**src/hdl/gf2me_pkg.sv**
```systemverilog
// Shared types for the GF(2) polynomial modular exponentiation block.
// No dependencies; imported by gf2me_mulmod and gf2m_modular_exponentiation.
package gf2me_pkg;

    typedef struct packed {
        logic busy;
        logic done;
    } mm_status_t;

endpackage

```
**src/hdl/gf2m_modular_exponentiation.sv**
```systemverilog
// Top level: GF(2)[X] modular exponentiation, square and multiply always.
// Depends on gf2me_pkg and gf2me_mulmod.
//
// Usage:
//   Input channel s_valid/s_ready carries s_base and s_exponent; the result
//   channel m_valid/m_ready carries m_power = base^exponent mod modulus.
//   The modulus register is written through cfg_valid/cfg_ready/cfg_modulus;
//   the user must write it only while idle; the block does not enforce this.
//   cfg_ready is always high. Reset value is 283. One item is in work at a
//   time; s_ready is high only while idle. All EXP_BITS exponent bits are
//   scanned from the top; leading zeros keep the running value at 1. One
//   bit-serial multiplier is shared: a first pass reduces the base, then
//   each exponent bit takes a square and a multiply. After the last
//   multiply the result passes through ST_DONE into the output register
//   and the block returns to idle; a modulus of degree zero skips the
//   multiplier and gives 0 the same way.
//   The result is held in an output register; the next item is accepted
//   while it waits. If the receiver still stalls when the next result is
//   ready, the block holds that result internally until the transfer.
//   Synchronous active-low reset returns to idle with no result pending.
module gf2m_modular_exponentiation import gf2me_pkg::*; #(
    parameter int EXP_BITS   = 32,
    parameter int MAX_DEGREE = 16
) (
    input  logic                  aclk,
    input  logic                  aresetn,
    input  logic                  cfg_valid,
    output logic                  cfg_ready,
    input  logic [MAX_DEGREE:0]   cfg_modulus,
    input  logic                  s_valid,
    output logic                  s_ready,
    input  logic [MAX_DEGREE-1:0] s_base,
    input  logic [EXP_BITS-1:0]   s_exponent,
    output logic                  m_valid,
    input  logic                  m_ready,
    output logic [MAX_DEGREE-1:0] m_power
);

    localparam int DW = $clog2(MAX_DEGREE + 1);
    localparam int EW = (EXP_BITS > 1) ? $clog2(EXP_BITS) : 1;
    localparam logic [MAX_DEGREE:0] MOD_RESET = (MAX_DEGREE+1)'(283);

    typedef enum logic [2:0] {ST_IDLE, ST_RBASE, ST_SQ, ST_MUL, ST_DONE} state_t;

    state_t                state_reg;
    logic [MAX_DEGREE:0]   mod_reg;
    logic [MAX_DEGREE:0]   p_reg;
    logic [DW-1:0]         d_reg;
    logic [DW-1:0]         deg;
    logic [MAX_DEGREE-1:0] base_reg;
    logic [EXP_BITS-1:0]   exp_reg;
    logic [EW-1:0]         bit_reg;
    logic [MAX_DEGREE-1:0] r_reg;
    logic [MAX_DEGREE-1:0] sq_reg;
    logic [MAX_DEGREE-1:0] op_a_reg;
    logic [MAX_DEGREE-1:0] op_b_reg;
    logic                  start_reg;
    logic                  start_next;
    logic [MAX_DEGREE-1:0] res_reg;
    logic                  m_valid_reg;
    logic [MAX_DEGREE-1:0] m_power_reg;
    logic [MAX_DEGREE-1:0] r_next;
    logic [MAX_DEGREE-1:0] mm_result;
    mm_status_t            mm_status;

    always_comb begin
        deg = '0;
        for (int k = 1; k <= MAX_DEGREE; k++) begin
            if (mod_reg[k]) begin
                deg = DW'(k);
            end
        end
    end

    gf2me_mulmod #(
        .MAX_DEGREE(MAX_DEGREE)
    ) u_mulmod (
        .aclk   (aclk),
        .aresetn(aresetn),
        .start  (start_reg),
        .a      (op_a_reg),
        .b      (op_b_reg),
        .p      (p_reg),
        .d      (d_reg),
        .status (mm_status),
        .result (mm_result)
    );

    assign r_next = exp_reg[EXP_BITS-1] ? mm_result : sq_reg;

    always_comb begin
        unique case (state_reg)
            ST_IDLE:         start_next = s_valid && (deg != '0);
            ST_RBASE, ST_SQ: start_next = mm_status.done;
            ST_MUL:          start_next = mm_status.done && (bit_reg != '0);
            default:         start_next = 1'b0;
        endcase
    end

    always_ff @(posedge aclk) begin
        if (!aresetn) begin
            state_reg   <= ST_IDLE;
            mod_reg     <= MOD_RESET;
            start_reg   <= 1'b0;
            m_valid_reg <= 1'b0;
        end else begin
            start_reg <= start_next;
            if (cfg_valid) begin
                mod_reg <= cfg_modulus;
            end
            if (m_valid_reg && m_ready && state_reg != ST_DONE) begin
                m_valid_reg <= 1'b0;
            end
            unique case (state_reg)
                ST_IDLE: begin
                    if (s_valid) begin
                        p_reg   <= mod_reg;
                        d_reg   <= deg;
                        exp_reg <= s_exponent;
                        bit_reg <= EW'(EXP_BITS - 1);
                        r_reg   <= MAX_DEGREE'(1);
                        if (deg == '0) begin
                            res_reg   <= '0;
                            state_reg <= ST_DONE;
                        end else begin
                            op_a_reg  <= MAX_DEGREE'(1);
                            op_b_reg  <= s_base;
                            state_reg <= ST_RBASE;
                        end
                    end
                end
                ST_RBASE: begin
                    if (mm_status.done) begin
                        base_reg  <= mm_result;
                        op_a_reg  <= r_reg;
                        op_b_reg  <= r_reg;
                        state_reg <= ST_SQ;
                    end
                end
                ST_SQ: begin
                    if (mm_status.done) begin
                        sq_reg    <= mm_result;
                        op_a_reg  <= mm_result;
                        op_b_reg  <= base_reg;
                        state_reg <= ST_MUL;
                    end
                end
                ST_MUL: begin
                    if (mm_status.done) begin
                        r_reg   <= r_next;
                        exp_reg <= exp_reg << 1;
                        if (bit_reg == '0) begin
                            res_reg   <= r_next;
                            state_reg <= ST_DONE;
                        end else begin
                            bit_reg   <= bit_reg - 1'b1;
                            op_a_reg  <= r_next;
                            op_b_reg  <= r_next;
                            state_reg <= ST_SQ;
                        end
                    end
                end
                ST_DONE: begin
                    if (!m_valid_reg || m_ready) begin
                        m_valid_reg <= 1'b1;
                        m_power_reg <= res_reg;
                        state_reg   <= ST_IDLE;
                    end
                end
                default: state_reg <= ST_IDLE;
            endcase
        end
    end

    assign cfg_ready = 1'b1;
    assign s_ready   = (state_reg == ST_IDLE) && !mm_status.busy;
    assign m_valid   = m_valid_reg;
    assign m_power   = m_power_reg;

endmodule

```
**src/hdl/gf2me_mulmod.sv**
```systemverilog
// Bit-serial GF(2) modular multiplier: result = a * b mod p, MSB of b first.
// Operand a must already be reduced below degree d. Depends on gf2me_pkg.
module gf2me_mulmod import gf2me_pkg::*; #(
    parameter int MAX_DEGREE = 16
) (
    input  logic                                 aclk,
    input  logic                                 aresetn,
    input  logic                                 start,
    input  logic [MAX_DEGREE-1:0]                a,
    input  logic [MAX_DEGREE-1:0]                b,
    input  logic [MAX_DEGREE:0]                  p,
    input  logic [$clog2(MAX_DEGREE+1)-1:0]      d,
    output mm_status_t                           status,
    output logic [MAX_DEGREE-1:0]                result
);

    localparam int CW = $clog2(MAX_DEGREE);

    typedef enum logic {ST_IDLE, ST_RUN} state_t;

    state_t                state_reg;
    logic                  done_reg;
    logic [CW-1:0]         cnt_reg;
    logic [MAX_DEGREE-1:0] acc_reg, acc_next;
    logic [MAX_DEGREE-1:0] a_reg;
    logic [MAX_DEGREE-1:0] b_reg;
    logic [MAX_DEGREE:0]   t;

    always_comb begin
        t = {acc_reg, 1'b0};
        if (t[d]) begin
            t = t ^ p;
        end
        if (b_reg[MAX_DEGREE-1]) begin
            t = t ^ {1'b0, a_reg};
        end
        acc_next = t[MAX_DEGREE-1:0];
    end

    always_ff @(posedge aclk) begin
        if (!aresetn) begin
            state_reg <= ST_IDLE;
            done_reg  <= 1'b0;
            cnt_reg   <= '0;
        end else begin
            done_reg <= (state_reg == ST_RUN) && (cnt_reg == '0);
            unique case (state_reg)
                ST_IDLE: begin
                    if (start) begin
                        acc_reg   <= '0;
                        a_reg     <= a;
                        b_reg     <= b;
                        cnt_reg   <= CW'(MAX_DEGREE - 1);
                        state_reg <= ST_RUN;
                    end
                end
                ST_RUN: begin
                    acc_reg <= acc_next;
                    b_reg   <= {b_reg[MAX_DEGREE-2:0], 1'b0};
                    if (cnt_reg == '0) begin
                        state_reg <= ST_IDLE;
                    end else begin
                        cnt_reg <= cnt_reg - 1'b1;
                    end
                end
                default: state_reg <= ST_IDLE;
            endcase
        end
    end

    assign status.busy = (state_reg == ST_RUN);
    assign status.done = done_reg;
    assign result      = acc_reg;

endmodule
```
**config.mk**
```make
export PLATFORM = sky130hd
export DESIGN_NAME = gf2m_modular_exponentiation
export DESIGN_NICKNAME = d
export VERILOG_FILES = /design/src/hdl/gf2me_pkg.sv /design/src/hdl/gf2m_modular_exponentiation.sv /design/src/hdl/gf2me_mulmod.sv
export SDC_FILE = /design/constraint.sdc
export NUM_CORES = 1
export LEC_CHECK = 0
export BUFFER_PORTS_ARGS = -buffer_cell sky130_fd_sc_hd__buf_2
export CAP_MARGIN = 20
export CORE_ASPECT_RATIO = 1.5
export CORE_UTILIZATION = 39
export CTS_CLUSTER_DIAMETER = 100
export DETAILED_ROUTE_END_ITERATION = 6
export GPL_TIMING_DRIVEN = 0
export MAX_ROUTING_LAYER = met4
export SLEW_MARGIN = 15
export SYNTH_ARGS = -nofsm -noshare
export SYNTH_HDL_FRONTEND = slang
export SYNTH_HIERARCHICAL = 1
export SYNTH_SLANG_ARGS = --single-unit
export TNS_END_PERCENT = 1
```
**constraint.sdc**
```tcl
create_clock -name aclk -period 5.8 [get_ports aclk]
set_input_delay 0.29 -clock aclk [delete_from_list [all_inputs] [get_ports aclk]]
set_output_delay 0.29 -clock aclk [all_outputs]
set_load 0.02 [all_outputs]
```
# Word level (Yosys, flattened, before mapping)
# Cells that the tools add are included.
dict set report op_classes {
  div 0
  mul 0
  n_bitwise 3
  n_eq_ne 16
  magnitude_cmp 1
  muxes 69
  n_addsub 2
  shifts 0
  n_reduce_logical 30
}
# operator n
set ops {}
lappend ops {{$mux W16} 20}
lappend ops {{$pmux W16 S2} 4}
lappend ops {{$pmux W16 S4} 2}
lappend ops {{$mux W5} 16}
lappend ops {{$mux W32} 2}
lappend ops {{$pmux W32 S2} 1}
lappend ops {{$xor A16 B16 Y16} 2}
lappend ops {{$mux W3} 7}
lappend ops {{$ne A2 B2 Y1 const B} 8}
lappend ops {{$pmux W3 S5} 1}
lappend ops {{$reduce_and A3 Y1} 5}
lappend ops {{$logic_not A5 Y1} 2}
lappend ops {{$pmux W5 S2} 1}
lappend ops {{$reduce_and A5 Y1} 2}
lappend ops {{$reduce_bool A5 Y1} 2}
lappend ops {{$mux W4} 2}
lappend ops {{$pmux W4 S2} 1}
lappend ops {{$reduce_and A8 Y1} 1}
lappend ops {{$mux W1} 7}
lappend ops {{$eq A3 B2 Y1 const B} 2}
lappend ops {{$logic_and A1 B1 Y1} 6}
lappend ops {{$lt A5 B6 Y1 const B} 1}
lappend ops {{$ne A2 B1 Y1 const B} 3}
lappend ops {{$reduce_and A6 Y1} 1}
lappend ops {{19 further kinds} 22}
dict set report word_totals {
  in_bits 70
  latchBits 0
  mem_bits_ro 0
  output_inout_bits 19
  mem_bits_rw 0
  n_memories 0
  register_bits 246
}

# Logic depth before layout (Yosys ltp)
# Gate-level depths: netlist (run 1).
dict set report depth {
  depth_word 20
  ltp_mapped 7
  ltp_nobuf 7
}

# Cells and area by module
# Netlist (run 1), hierarchy kept.
# mod area_each_um2 instances cells_per_inst
set by_module_without_submodules {}
lappend by_module_without_submodules {gf2m_modular_exponentiation 7469.7 1 550}
lappend by_module_without_submodules {gf2me_mulmod 2870.3 1 220}

# Worst setup path after synthesis (run 1)
# Ideal clock, no wire load.
dict set report synth_path {
  kind {flip-flop to flip-flop}
  start {register, netlist name state_reg[2]}
  end {register res_reg[0], enable pin}
  setup_time_ns 0.389
  t_arrival_ns 4.289
  path_stages_with_launch 6
  required_ns 5.411
  path_buffers 1
  synth_period_minus_slack_ns 4.677
  path_slack_ns 1.123
  cell_sequence {dfxtp_1 > clkbuf_2 > nand2b_1 > a21oi_1 > o21ai_1 > nor2_1}
}
# item line
set synth_rtl {}
lappend synth_rtl {{end signal: assignment} gf2m_modular_exponentiation.sv:153} ;# res_reg <= r_next;
lappend synth_rtl {{end: declaration} gf2m_modular_exponentiation.sv:59} ;# logic [MAX_DEGREE-1:0] res_reg;

# Worst setup path after layout (run 1)
dict set report layout_path {
  start {register u_mulmod.acc_reg[11], in the netlist u_mulmod/result[11]}
  end {register u_mulmod.acc_reg[0], in the netlist u_mulmod/result[0], data pin}
}
dict set report layout_via {
  elab_chain_cells 6
}
# item line
set layout_lines {}
lappend layout_lines {{start: declaration} gf2me_mulmod.sv:24} ;# logic [MAX_DEGREE-1:0] acc_reg, acc_next;
lappend layout_lines {{start signal: assignment} gf2me_mulmod.sv:58} ;# acc_reg <= acc_next;
lappend layout_lines {{$bmux W1 S5 *} gf2me_mulmod.sv:31} ;# if (t[d]) begin
lappend layout_lines {{$mux W1 (not written as such) *} gf2me_mulmod.sv:31}
lappend layout_lines {{$mux W16 *} gf2me_mulmod.sv:31}
lappend layout_lines {{$xor A16 B16 Y16} gf2me_mulmod.sv:35} ;# t = t ^ {1'b0, a_reg};
lappend layout_lines {{$mux W16 *} gf2me_mulmod.sv:34} ;# if (b_reg[MAX_DEGREE-1]) begin
lappend layout_lines {{$pmux W16 S2 *} gf2me_mulmod.sv:47} ;# unique case (state_reg)
# Every way passes the cells marked *; elsewhere a longest branch is shown, timed or not. The select of a mux whose other input is x is not followed.
# A chain may end at the register's enable or synchronous reset.

==> out/qor.csv, run 1 <==
stage,metric,value,unit
run_status,status,"complete, no violations",
sta,Period minus WS final,2.71,ns
clock_tree,clk root buf,clkbuf_16,
die,effective utilization at floorplan,0.399,
pwr,Worst VDD drop,0.225,mV
placement,post-DP HPWL,16100,µm
cells_and_area,non-filler cells in the finished layout,1240,
sta,relative slew slack,0.394,
clock_tree,clock transition at the registers of the reported paths,0.06,ns
clock_tree,total CTS buffers,23,
worst_hold_path,worst min-delay path startpoint,cfg_modulus[0],
worst_setup_path,r2r endpoint,u_mulmod/result[0],
pwr,total power,4.11,mW
clock_tree,Bufs on Longest Clock Path,3,
worst_setup_path,r2r setup slk,3.09,ns
cells_and_area,# fillers,2375,
clock_tree,H-tree Lvls,1,
worst_setup_path,crit-path max FO,10,
worst_setup_path,worst flop-to-flop path startpoint,u_mulmod/result[11],
clock_tree,clk_lat worst skew,0.51,ns
clock_tree,cts repair resizes,0,
cells_and_area,Nets,966,
sta,"Hold Violations, Final",0,
worst_setup_path,R2R depth,6,
synth,post-synthesis register bit count,246,
grt,gr usage total,0.170,
grt,first-pass GRT wire length,33900,µm
worst_setup_path,Crit. End Element,flip-flop,
worst_setup_path,critical path class,reg2reg,
die,core area,0.0259,mm²
pwr,PwrDens,340,mW/mm²
sta,RSZ-0062 raised after global routing,false,
clock_tree,CTS tree,built,
die,die height,201,µm
synth,Post-Syn Nets,843,
grt,Overflow after GRT,0,
routing,antenna-violating nets left,0,
synth,Post-synth top flop,edfxtp_1,
placement,DP Area,0.0114,mm²
cells_and_area,ant diodes,0,
synth,biggest area consumer among synthesized cells,edfxtp_1,
die,die area,0.0272,mm²
die,Die W,135,µm
synth,Synth Area per Inst,13.4,µm²
worst_setup_path,Startpoint Class,flip-flop,
routing,1st-pass router iterations,4,
cells_and_area,layout cell share with drive strength beyond 1,0.209,
cells_and_area,area grow syn2layout,16.8,%
routing,WL per Instance,17.6,µm
worst_hold_path,Hold WC Path Type,in2reg,
routing,drt drc,0,
pwr,Pleak,4.61,nW
clock_tree,post-CTS setup buffers,0,
synth,Mapped Area,0.0103,mm²
sta,Max Fclk,368,MHz
routing,vias,6124,
placement,Port-buffer cells,86,
synth,"EDFF count, synth",218,
routing,drt first-iter violations,385,
grt,initial antenna violation count,0,
cells_and_area,"Design Area, Final",0.0121,mm²
grt,largest net degree at the start of global routing,23,
synth,top cell type's share of synthesized area,0.633,
synth,Netlist cell types,56,
grt,vias in the first global route,6175,
sta,Fin Clk Skew,0.00971,ns
sta,Slew @ Worst Pin,0.909,ns
placement,routability congestion estimate,0.796,
die,Ports,89,
synth,Synth area leaders,"edfxtp_1, nand2_1, dfxtp_1",
synth,asr flop ratio synth,0,
worst_setup_path,CP required,6.02,ns
worst_hold_path,Hold Path End,mod_reg[0],
flow_run,Max Cap Viol,0,
synth,sequential share of the synthesized area,0.687,
sta,Final Cycle Share,0.468,
worst_setup_path,CP Data Arrival Time,2.94,ns
sta,Pins Over Slew Limit,0,
routing,final wirelength,21900,µm
routing,via/cell ratio,4.94,
placement,DP Cell Count,1198,
synth,Post-Syn Instances,770,
worst_hold_path,Hold Path Depth,3,
cells_and_area,number of flip-flops in the largest register,32,
sta,final setup vio count,0,
synth,Synth Warn #,6,
die,row cnt,72,
clock_tree,CTS Sinks,246,
sta,worst hold slack,0.0193,ns
[logic make-up after synthesis]
kind of cell    synth area share
simple gates               0.133
flops                      0.687
compound gates            0.0588
mux                       0.0765
buf+inv                   0.0247
xor+xnor                  0.0161
fa+ha+maj                0.00363
other cells             0.000363
[critical path, stage by stage, from the launching register on]
cell      delay (ns)
edfxtp_1        0.55
mux4_1          0.58
mux2i_1         0.20
nor3b_2         0.12
buf_6           0.17
o31ai_1         0.63
mux2i_1         0.18
[power by group]
part | switching [mW] | total, mW | internal, mW
registers | 0.0713 | 2.18 | 2.10
clock network | 0.611 | 1.40 | 0.788
logic | 0.319 | 0.532 | 0.213
[how the worst max path moves through the flow]
stage | start | to | cells after the start
6_report | u_mulmod/result[11] | u_mulmod/result[0] | 6
4_1_cts | u_mulmod/result[13] | u_mulmod/result[0] | 6
3_5_place_dp | mod_reg[2] | op_a_reg[13] | 8
5_1_grt | mod_reg[2] | op_a_reg[13] | 8
3_3_place_gp | state_reg[2] | res_reg[15] | 5
2_1_floorplan | state_reg[2] | res_reg[0] | 5
[stage by stage]
step	utilization	setup WS, ns	TNS [ns]
global placement	0.431	-0.937	-14.96
finish	0.465	3.09	0
global route	0.465	2.92	0
detailed placement	0.438	3.07	0
floorplan	-	1.12	0
CTS	0.465	3.05	0
[layout make-up]
cell class                 count  area, µm²  share of cell area
sequential                   246       7110               0.589
multi-input combinational    473       3000               0.249
clock buffer                  34        627              0.0519
timing repair buffer          98        614              0.0509
tap                          333        417              0.0345
buffer                        41        218              0.0180
clock inverter                 5       48.8             0.00404
inverter                      10       37.5             0.00311
[cell usage after synthesis, types with 3 or more instances]
| master | number |
|---|---|
| nand3_1 | 5 |
| o21ai_0 | 3 |
| and3_1 | 4 |
| nand2_1 | 173 |
| buf_4 | 3 |
| edfxtp_1 | 218 |
| buf_6 | 4 |
| nor2b_1 | 37 |
| a22oi_1 | 16 |
| mux2_1 | 9 |
| nor3_1 | 8 |
| clkbuf_1 | 15 |
| dfxtp_1 | 28 |
| o31ai_1 | 7 |
| and2_1 | 17 |
| nor2_1 | 37 |
| xor2_1 | 17 |
| a21oi_1 | 27 |
| inv_1 | 10 |
| ha_1 | 3 |
| buf_2 | 17 |
| mux2_2 | 21 |
| mux2i_1 | 40 |
| o31ai_2 | 8 |
| a211oi_1 | 3 |
[placed cells by master, fill, tap and decap left out, types with 9 or more instances in the layout]
master     count
edfxtp_1     218
nand2_1      173
buf_2        103
mux2i_1       40
nor2b_1       37
nor2_1        33
dfxtp_1       28
a21oi_1       26
clkbuf_1      25
clkbuf_16     23
mux2_2        21
and2_1        17
xor2_1        17
a22oi_1       16
inv_1         10
buf_6          9
mux2_1         9
[timing repair]
item                                    CTS  global route
endpoints found under the setup margin    0             0
hold endpoints to repair                  3             0
hold buffers                              3             0
[layer usage]
metal	wire length, µm	vias up	part of all wire	global-route usage
met3	898	38	0.041	0.0189
met4	691	0	0.032	0.0626
met5	0	-	0	-
met2	11700	129	0.54	0.305
met1	8560	2950	0.39	0.193
li1	-	3007	-	-
Power figures use the tool's default switching activity.
==> run 2, diff against run 1 <==
==> constraint.sdc (replaced) <==
create_clock -name aclk -period 2.5 [get_ports aclk]
set_input_delay 0.125 -clock aclk [delete_from_list [all_inputs] [get_ports aclk]]
set_output_delay 0.125 -clock aclk [all_outputs]
set_load 0.02 [all_outputs]
==> run 2 against run 1 <==
- utilization rose by 2.9 points
- routed wire length rose by 4.7%
- cell count rose by 5.7%
- global-route usage rose by 0.75 points
- via count rose by 3.9%
- sequential cell count did not move
- sequential share of layout area fell by 3.4 points
- combinational power rose to 2.5 times the previous value
- worst setup slack got worse by 3.0 ns
- cell area rose by 6.2%
- hold slack improved by 0.029 ns
- clock-buffer cell count rose by 3
- critical endpoint is now u_mulmod/result[6]
- highest routed layer unchanged
==> out/qor.csv, run 2 (synthesis results as in run 1) <==
stage,metric,value,unit,change
run_status,status,"complete, no violations",,
sta,Period minus WS final,2.45,ns,-0.266 ns
clock_tree,H-tree Lvls,1,,unchanged
pwr,Pleak,4.92,nW,+6.8%
sta,Max Fclk,409,MHz,+11%
die,row cnt,72,,unchanged
grt,Overflow after GRT,0,,unchanged
die,effective utilization at floorplan,0.399,,unchanged
pwr,switch share,0.246,,+0.00197
worst_hold_path,Hold WC Path Type,in2reg,,
die,Ports,89,,unchanged
worst_setup_path,worst flop-to-flop path startpoint,u_mulmod/result[13],,
cells_and_area,"commonest non-fill, non-tap cell in the layout",edfxtp_1,,
worst_setup_path,r2r setup slk,0.05,ns,-3.03 ns
cells_and_area,"commonest non-fill, non-tap cells in the layout","edfxtp_1, nand2_1, buf_2",,
worst_setup_path,Crit. End Element,flip-flop,,
placement,post-DP HPWL,16100,µm,-0.13%
worst_setup_path,r2r endpoint,u_mulmod/result[6],,
clock_tree,total CTS buffers,24,,+4.3%
sta,fin worst setup slack,0.0523,ns,-3.03 ns
die,die area,0.0272,mm²,unchanged
pwr,Worst VDD drop,0.507,mV,+130%
sta,Slew @ Worst Pin,0.875,ns,-0.0342 ns
placement,routability congestion estimate,0.796,,about the same
sta,Pins Over Slew Limit,0,,unchanged
placement,Port-buffer cells,86,,unchanged
pwr,Int Power,7.44,mW,+140%
sta,relative slew slack,0.417,,+0.0228
clock_tree,clock transition at the registers of the reported paths,0.07,ns,about the same
routing,1st-pass router iterations,4,,unchanged
clock_tree,CTS Sinks,246,,unchanged
pwr,P_sw,2.42,mW,+140%
clock_tree,clk root buf,clkbuf_16,,
routing,WL per Instance,17.5,µm,-0.94%
clock_tree,CTS tree,built,,
cells_and_area,Nets,1033,,+6.9%
worst_hold_path,Hold Path Depth,3,,unchanged
sta,RSZ-0062 raised after global routing,true,,
worst_setup_path,CP Data Arrival Time,2.71,ns,-0.23 ns
routing,drt drc,0,,unchanged
die,Die W,135,µm,unchanged
pwr,Clock Power Share,0.353,,+0.012
cells_and_area,number of flip-flops in the largest register,32,,unchanged
worst_hold_path,Hold Path End,mod_reg[10],,
sta,"Hold Violations, Final",0,,unchanged
worst_setup_path,Startpoint Class,flip-flop,,
sta,Final Cycle Share,0.979,,+0.511
cells_and_area,final core utilization,0.494,,+0.0289
clock_tree,Bufs on Longest Clock Path,3,,unchanged
die,core area,0.0259,mm²,unchanged
routing,drt first-iter violations,265,,-31%
flow_run,Max Cap Viol,0,,unchanged
pwr,PwrDens,769,mW/mm²,+130%
routing,vias,6364,,+3.9%
grt,vias in the first global route,6465,,+4.7%
grt,largest net degree at the start of global routing,24,,+4.3%
worst_setup_path,crit-path max FO,10,,unchanged
cells_and_area,layout cell share with drive strength beyond 1,0.206,,-0.00375
clock_tree,clk_lat worst skew,0.52,ns,about the same
routing,via/cell ratio,4.85,,-1.7%
worst_hold_path,worst min-delay path startpoint,cfg_valid,,
worst_setup_path,CP required,2.76,ns,-3.26 ns
sta,final setup vio count,0,,unchanged
worst_setup_path,R2R depth,6,,unchanged
routing,antenna-violating nets left,0,,unchanged
grt,gr usage total,0.178,,+0.00753
routing,final wirelength,22900,µm,+4.7%
cells_and_area,area grow syn2layout,24.0,%,
sta,Fin Clk Skew,0.0155,ns,+0.00576 ns
grt,first-pass GRT wire length,35500,µm,+4.9%
die,die height,201,µm,unchanged
pwr,sequential power share,0.512,,-0.018
placement,Setup WS pre-CTS,-0.111,ns,-3.18 ns
worst_setup_path,critical path class,reg2reg,,
grt,initial antenna violation count,1,,+1
pwr,Combinational Power Share,0.135,,+0.005
[run 2: repair_timing]
item                                    4_1_cts  5_1_grt
endpoints found under the setup margin       27       54
endpoints found under the hold margin        68        0
buffers inserted                              1        2
gates resized for setup                       3        3
hold buffers                                 67        0
pin swaps                                     2        1
[run 2: critical path, cell delays in order, from the launching register on]
cell	delay, ns
edfxtp_1	0.55
mux4_2	0.53
mux2i_1	0.18
nor3b_2	0.12
buf_6	0.17
o31ai_4	0.29
mux2_1	0.35
[run 2: worst max-delay path by stage]
stage | from | endpoint | slack (ns)
floorplan | mod_reg[2] | op_a_reg[0] | -0.19
global placement | mod_reg[3] | op_a_reg[11] | -1.05
detailed placement | u_mulmod/result[13] | u_mulmod/result[0] | -0.11
CTS | mod_reg[2] | op_b_reg[12] | 0.007
global route | u_mulmod/result[13] | u_mulmod/result[9] | -0.02
finish | u_mulmod/result[13] | u_mulmod/result[6] | 0.05
[run 2: layer usage]
metal  vias up  GRT usage  share of wire
met2       140      0.323           0.54
met3        43     0.0189          0.035
li1       3139          -              -
met5         -          -              0
met4         0     0.0598          0.027
met1      3042      0.201           0.40
[run 2: final cells by class]
class / count / area (µm²)
clock inverters: 6 / 31.3
clock buffers: 37 / 722
multi-input cells: 473 / 3020
plain buffers: 41 / 219
well taps: 333 / 417
diodes: 1 / 2.50
repair buffers: 164 / 1270
flip-flops and latches: 246 / 7110
fillers: 2264 / 13100
inverters: 10 / 37.5
[run 2: power by group through the flow]
stage,Combinational (mW),Sequential (mW),Clock (mW)
6_report,1.33,5.05,3.48
5_1_grt,1.46,5.08,3.69
4_1_cts,1.34,5.05,3.55
3_5_place_dp,1.24,5.14,0
3_3_place_gp,1.16,5.14,0
2_1_floorplan,0.815,5.08,0
[run 2: through the flow]
stage	area (µm²)	hold slack, ns	instances	power [mW]	setup TNS (ns)
final	12800	0.0486	1311	9.86	0
after global routing	12800	0.0693	1311	10.2	-0.0555
after CTS	12800	0.0387	1308	9.94	0
after detailed placement	11400	0.357	1197	6.38	-1.58
after global placement	11200	0.340	1189	6.30	-75.56
after floorplan	10400	0.253	770	5.90	-8.24
==> run 3, diff against run 2 <==
--- a/config.mk
+++ b/config.mk
@@ -11,7 +11,7 @@
 export CORE_UTILIZATION = 39
 export CTS_CLUSTER_DIAMETER = 100
 export DETAILED_ROUTE_END_ITERATION = 6
-export GPL_TIMING_DRIVEN = 0
+export GPL_TIMING_DRIVEN = 1
 export MAX_ROUTING_LAYER = met4
 export SLEW_MARGIN = 15
 export SYNTH_ARGS = -nofsm -noshare
==> run 3 against run 2 <==
- highest routed layer unchanged
- critical endpoint is now u_mulmod/result[5]
- sequential power barely moved
- sequential cell count did not move
- maximum frequency rose by 5.9%
- critical path type unchanged
- register-to-register slack improved by 0.14 ns
==> out/qor.csv, run 3 (synthesis results as in run 1) <==
stage,metric,value,unit,change
pwr,Pleak,4.92,nW,about the same
routing,final wirelength,22400,µm,-2.4%
clock_tree,post-CTS setup buffers,0,,-1
worst_setup_path,CP cell instances,mux4_1 -> mux2i_1 -> nor3b_2 -> buf_12 -> o31ai_1 -> mux2_2,,
sta,Pins Over Slew Limit,0,,unchanged
sta,Fin Clk Skew,0.0191,ns,+0.00364 ns
placement,DP Area,0.0113,mm²,-0.49%
sta,final setup vio count,0,,unchanged
sta,Slew @ Worst Pin,0.798,ns,-0.0771 ns
worst_setup_path,Startpoint Class,flip-flop,,
die,effective utilization at floorplan,0.399,,unchanged
routing,1st-pass router iterations,4,,unchanged
worst_setup_path,CP Data Arrival Time,2.59,ns,-0.12 ns
worst_setup_path,crit-path max FO,16,,+6
run_status,status,"complete, no violations",,
routing,vias,6361,,-0.047%
routing,WL per Instance,17.3,µm,-1.1%
cells_and_area,non-filler cells in the finished layout,1295,,-1.2%
sta,RSZ-0062 raised after global routing,false,,
grt,gr usage total,0.173,,-0.00464
worst_setup_path,worst flop-to-flop path startpoint,d_reg[0],,
worst_setup_path,Critical Path Source,d_reg[0],,
die,die area,0.0272,mm²,unchanged
cells_and_area,layout cell share with drive strength beyond 1,0.207,,+0.00113
die,die height,201,µm,unchanged
sta,relative slew slack,0.468,,+0.0514
die,row cnt,72,,unchanged
clock_tree,clk root buf,clkbuf_16,,
pwr,PwrDens,783,mW/mm²,+1.9%
grt,largest net degree at the start of global routing,50,,+110%
cells_and_area,"commonest non-fill, non-tap cell in the layout",edfxtp_1,,
routing,antenna-violating nets left,0,,unchanged
placement,routability congestion estimate,0.802,,+0.80%
worst_setup_path,CP max stage cell,mux4_1,,
clock_tree,total CTS buffers,24,,unchanged
routing,drt drc,0,,unchanged
clock_tree,cts repair resizes,0,,-3
grt,first-pass GRT wire length,35200,µm,-0.97%
cells_and_area,Nets,1018,,-1.5%
cells_and_area,# fillers,2344,,+3.5%
clock_tree,CTS tree,built,,
flow_run,Max Cap Viol,0,,unchanged
cells_and_area,area grow syn2layout,23.4,%,
pwr,total power,9.99,mW,+1.4%
placement,post-DP HPWL,14900,µm,-7.4%
pwr,Worst VDD drop,0.519,mV,+2.4%
worst_setup_path,Crit. End Element,flip-flop,,
cells_and_area,footprint of the multi-input gates,0.00300,mm²,-0.54%
placement,DP Cell Count,1186,,-0.92%
clock_tree,clk_lat worst skew,0.52,ns,about the same
worst_hold_path,Hold WC Path Type,in2reg,,
cells_and_area,register area,0.00711,mm²,unchanged
worst_hold_path,worst min-delay path startpoint,aresetn,,
grt,initial antenna violation count,0,,-1
clock_tree,Post-CTS Hold Fix Bufs,66,,-1.5%
worst_setup_path,largest delay contributor family on the critical path,multiplexers,,
sta,Max Fclk,433,MHz,+5.9%
sta,Final Cycle Share,0.925,,-0.0543
die,core area,0.0259,mm²,unchanged
worst_setup_path,critical path class,reg2reg,,
worst_setup_path,CP required,2.77,ns,about the same
die,Ports,89,,unchanged
clock_tree,Bufs on Longest Clock Path,3,,unchanged
clock_tree,CTS Sinks,246,,unchanged
placement,Port-buffer cells,87,,+1.2%
clock_tree,H-tree Lvls,1,,unchanged
worst_setup_path,max incr delay on CP,0.58,ns,+0.03 ns
routing,drt first-iter violations,295,,+11%
clock_tree,clock transition at the registers of the reported paths,0.06,ns,about the same
cells_and_area,"Design Area, Final",0.0128,mm²,-0.50%
worst_setup_path,worst path buffer plus inverter count,1,,unchanged
sta,"Hold Violations, Final",0,,unchanged
die,Die W,135,µm,unchanged
cells_and_area,number of flip-flops in the largest register,32,,unchanged
grt,Overflow after GRT,0,,unchanged
cells_and_area,ant diodes,0,,-1
routing,via/cell ratio,4.91,,+1.2%
grt,vias in the first global route,6617,,+2.4%
cells_and_area,"commonest non-fill, non-tap cells in the layout","edfxtp_1, nand2_1, buf_2",,
sta,Period minus WS final,2.31,ns,-0.136 ns
run 3: cell count changes in the layout (fill, tap and decap cells not counted), moves of 3 or more:
cell / before / now
buf_16: 3 / 0
buf_2: 103 / 87
buf_4: 6 / 35
buf_6: 8 / 0
bufinv_16: 0 / 4
clkbuf_1: 22 / 4
clkbuf_8: 3 / 0
run 3: power by group:
part / total [mW] / internal [mW] / switching, mW / leakage (nW)
registers: 5.06 / 4.88 / 0.181 / 2.24
clock network: 3.69 / 2.18 / 1.51 / 0.390
logic: 1.24 / 0.532 / 0.708 / 2.29
total: 9.99 / 7.59 / 2.40 / 4.92
run 3: worst reg2reg max path, delay by kind of cell, from the launching register on:
kind	cells	cell delay [ns]
and+or+nand+nor	1	0.09
buffers and inverters	1	0.16
DFF	1	0.40
AOI/OAI and AO/OA	1	0.29
muxes	3	1.14
run 3: path summary, 6_finish.rpt:
check | to | slack [ns] | cells past startpoint
min reg2reg | m_power[2] | 0.42 | 0
max reg2reg | u_mulmod/result[5] | 0.19 | 6
max | u_mulmod/result[5] | 0.19 | 6
min | mod_reg[1] | 0.02 | 3
run 3: layout make-up:
cell class,instances,share of cell area
flip-flops and latches,246,0.557
clock inverters,15,0.0144
repair buffers,190,0.110
well taps,333,0.0327
inverters,10,0.00294
clock buffers,28,0.0482
multi-input cells,473,0.235
run 3: per-layer routing:
layer	vias up	wire length, µm	track usage
li1	3105	-	-
met1	3103	8910	0.196
met2	114	12000	0.313
met3	39	765	0.0199
met4	0	629	0.0582
met5	-	0	-
run 3: stage by stage:
step | TNS (ns) | utilization | setup WS [ns] | hold slack [ns]
3_3_place_gp | 0 | 0.435 | 0.212 | 0.340
2_1_floorplan | -8.24 | - | -0.188 | 0.253
6_report | 0 | 0.492 | 0.188 | 0.0243
5_1_grt | 0 | 0.492 | 0.135 | 0.0443
4_1_cts | 0 | 0.492 | 0.155 | 0.0170
3_5_place_dp | 0 | 0.435 | 0.127 | 0.353
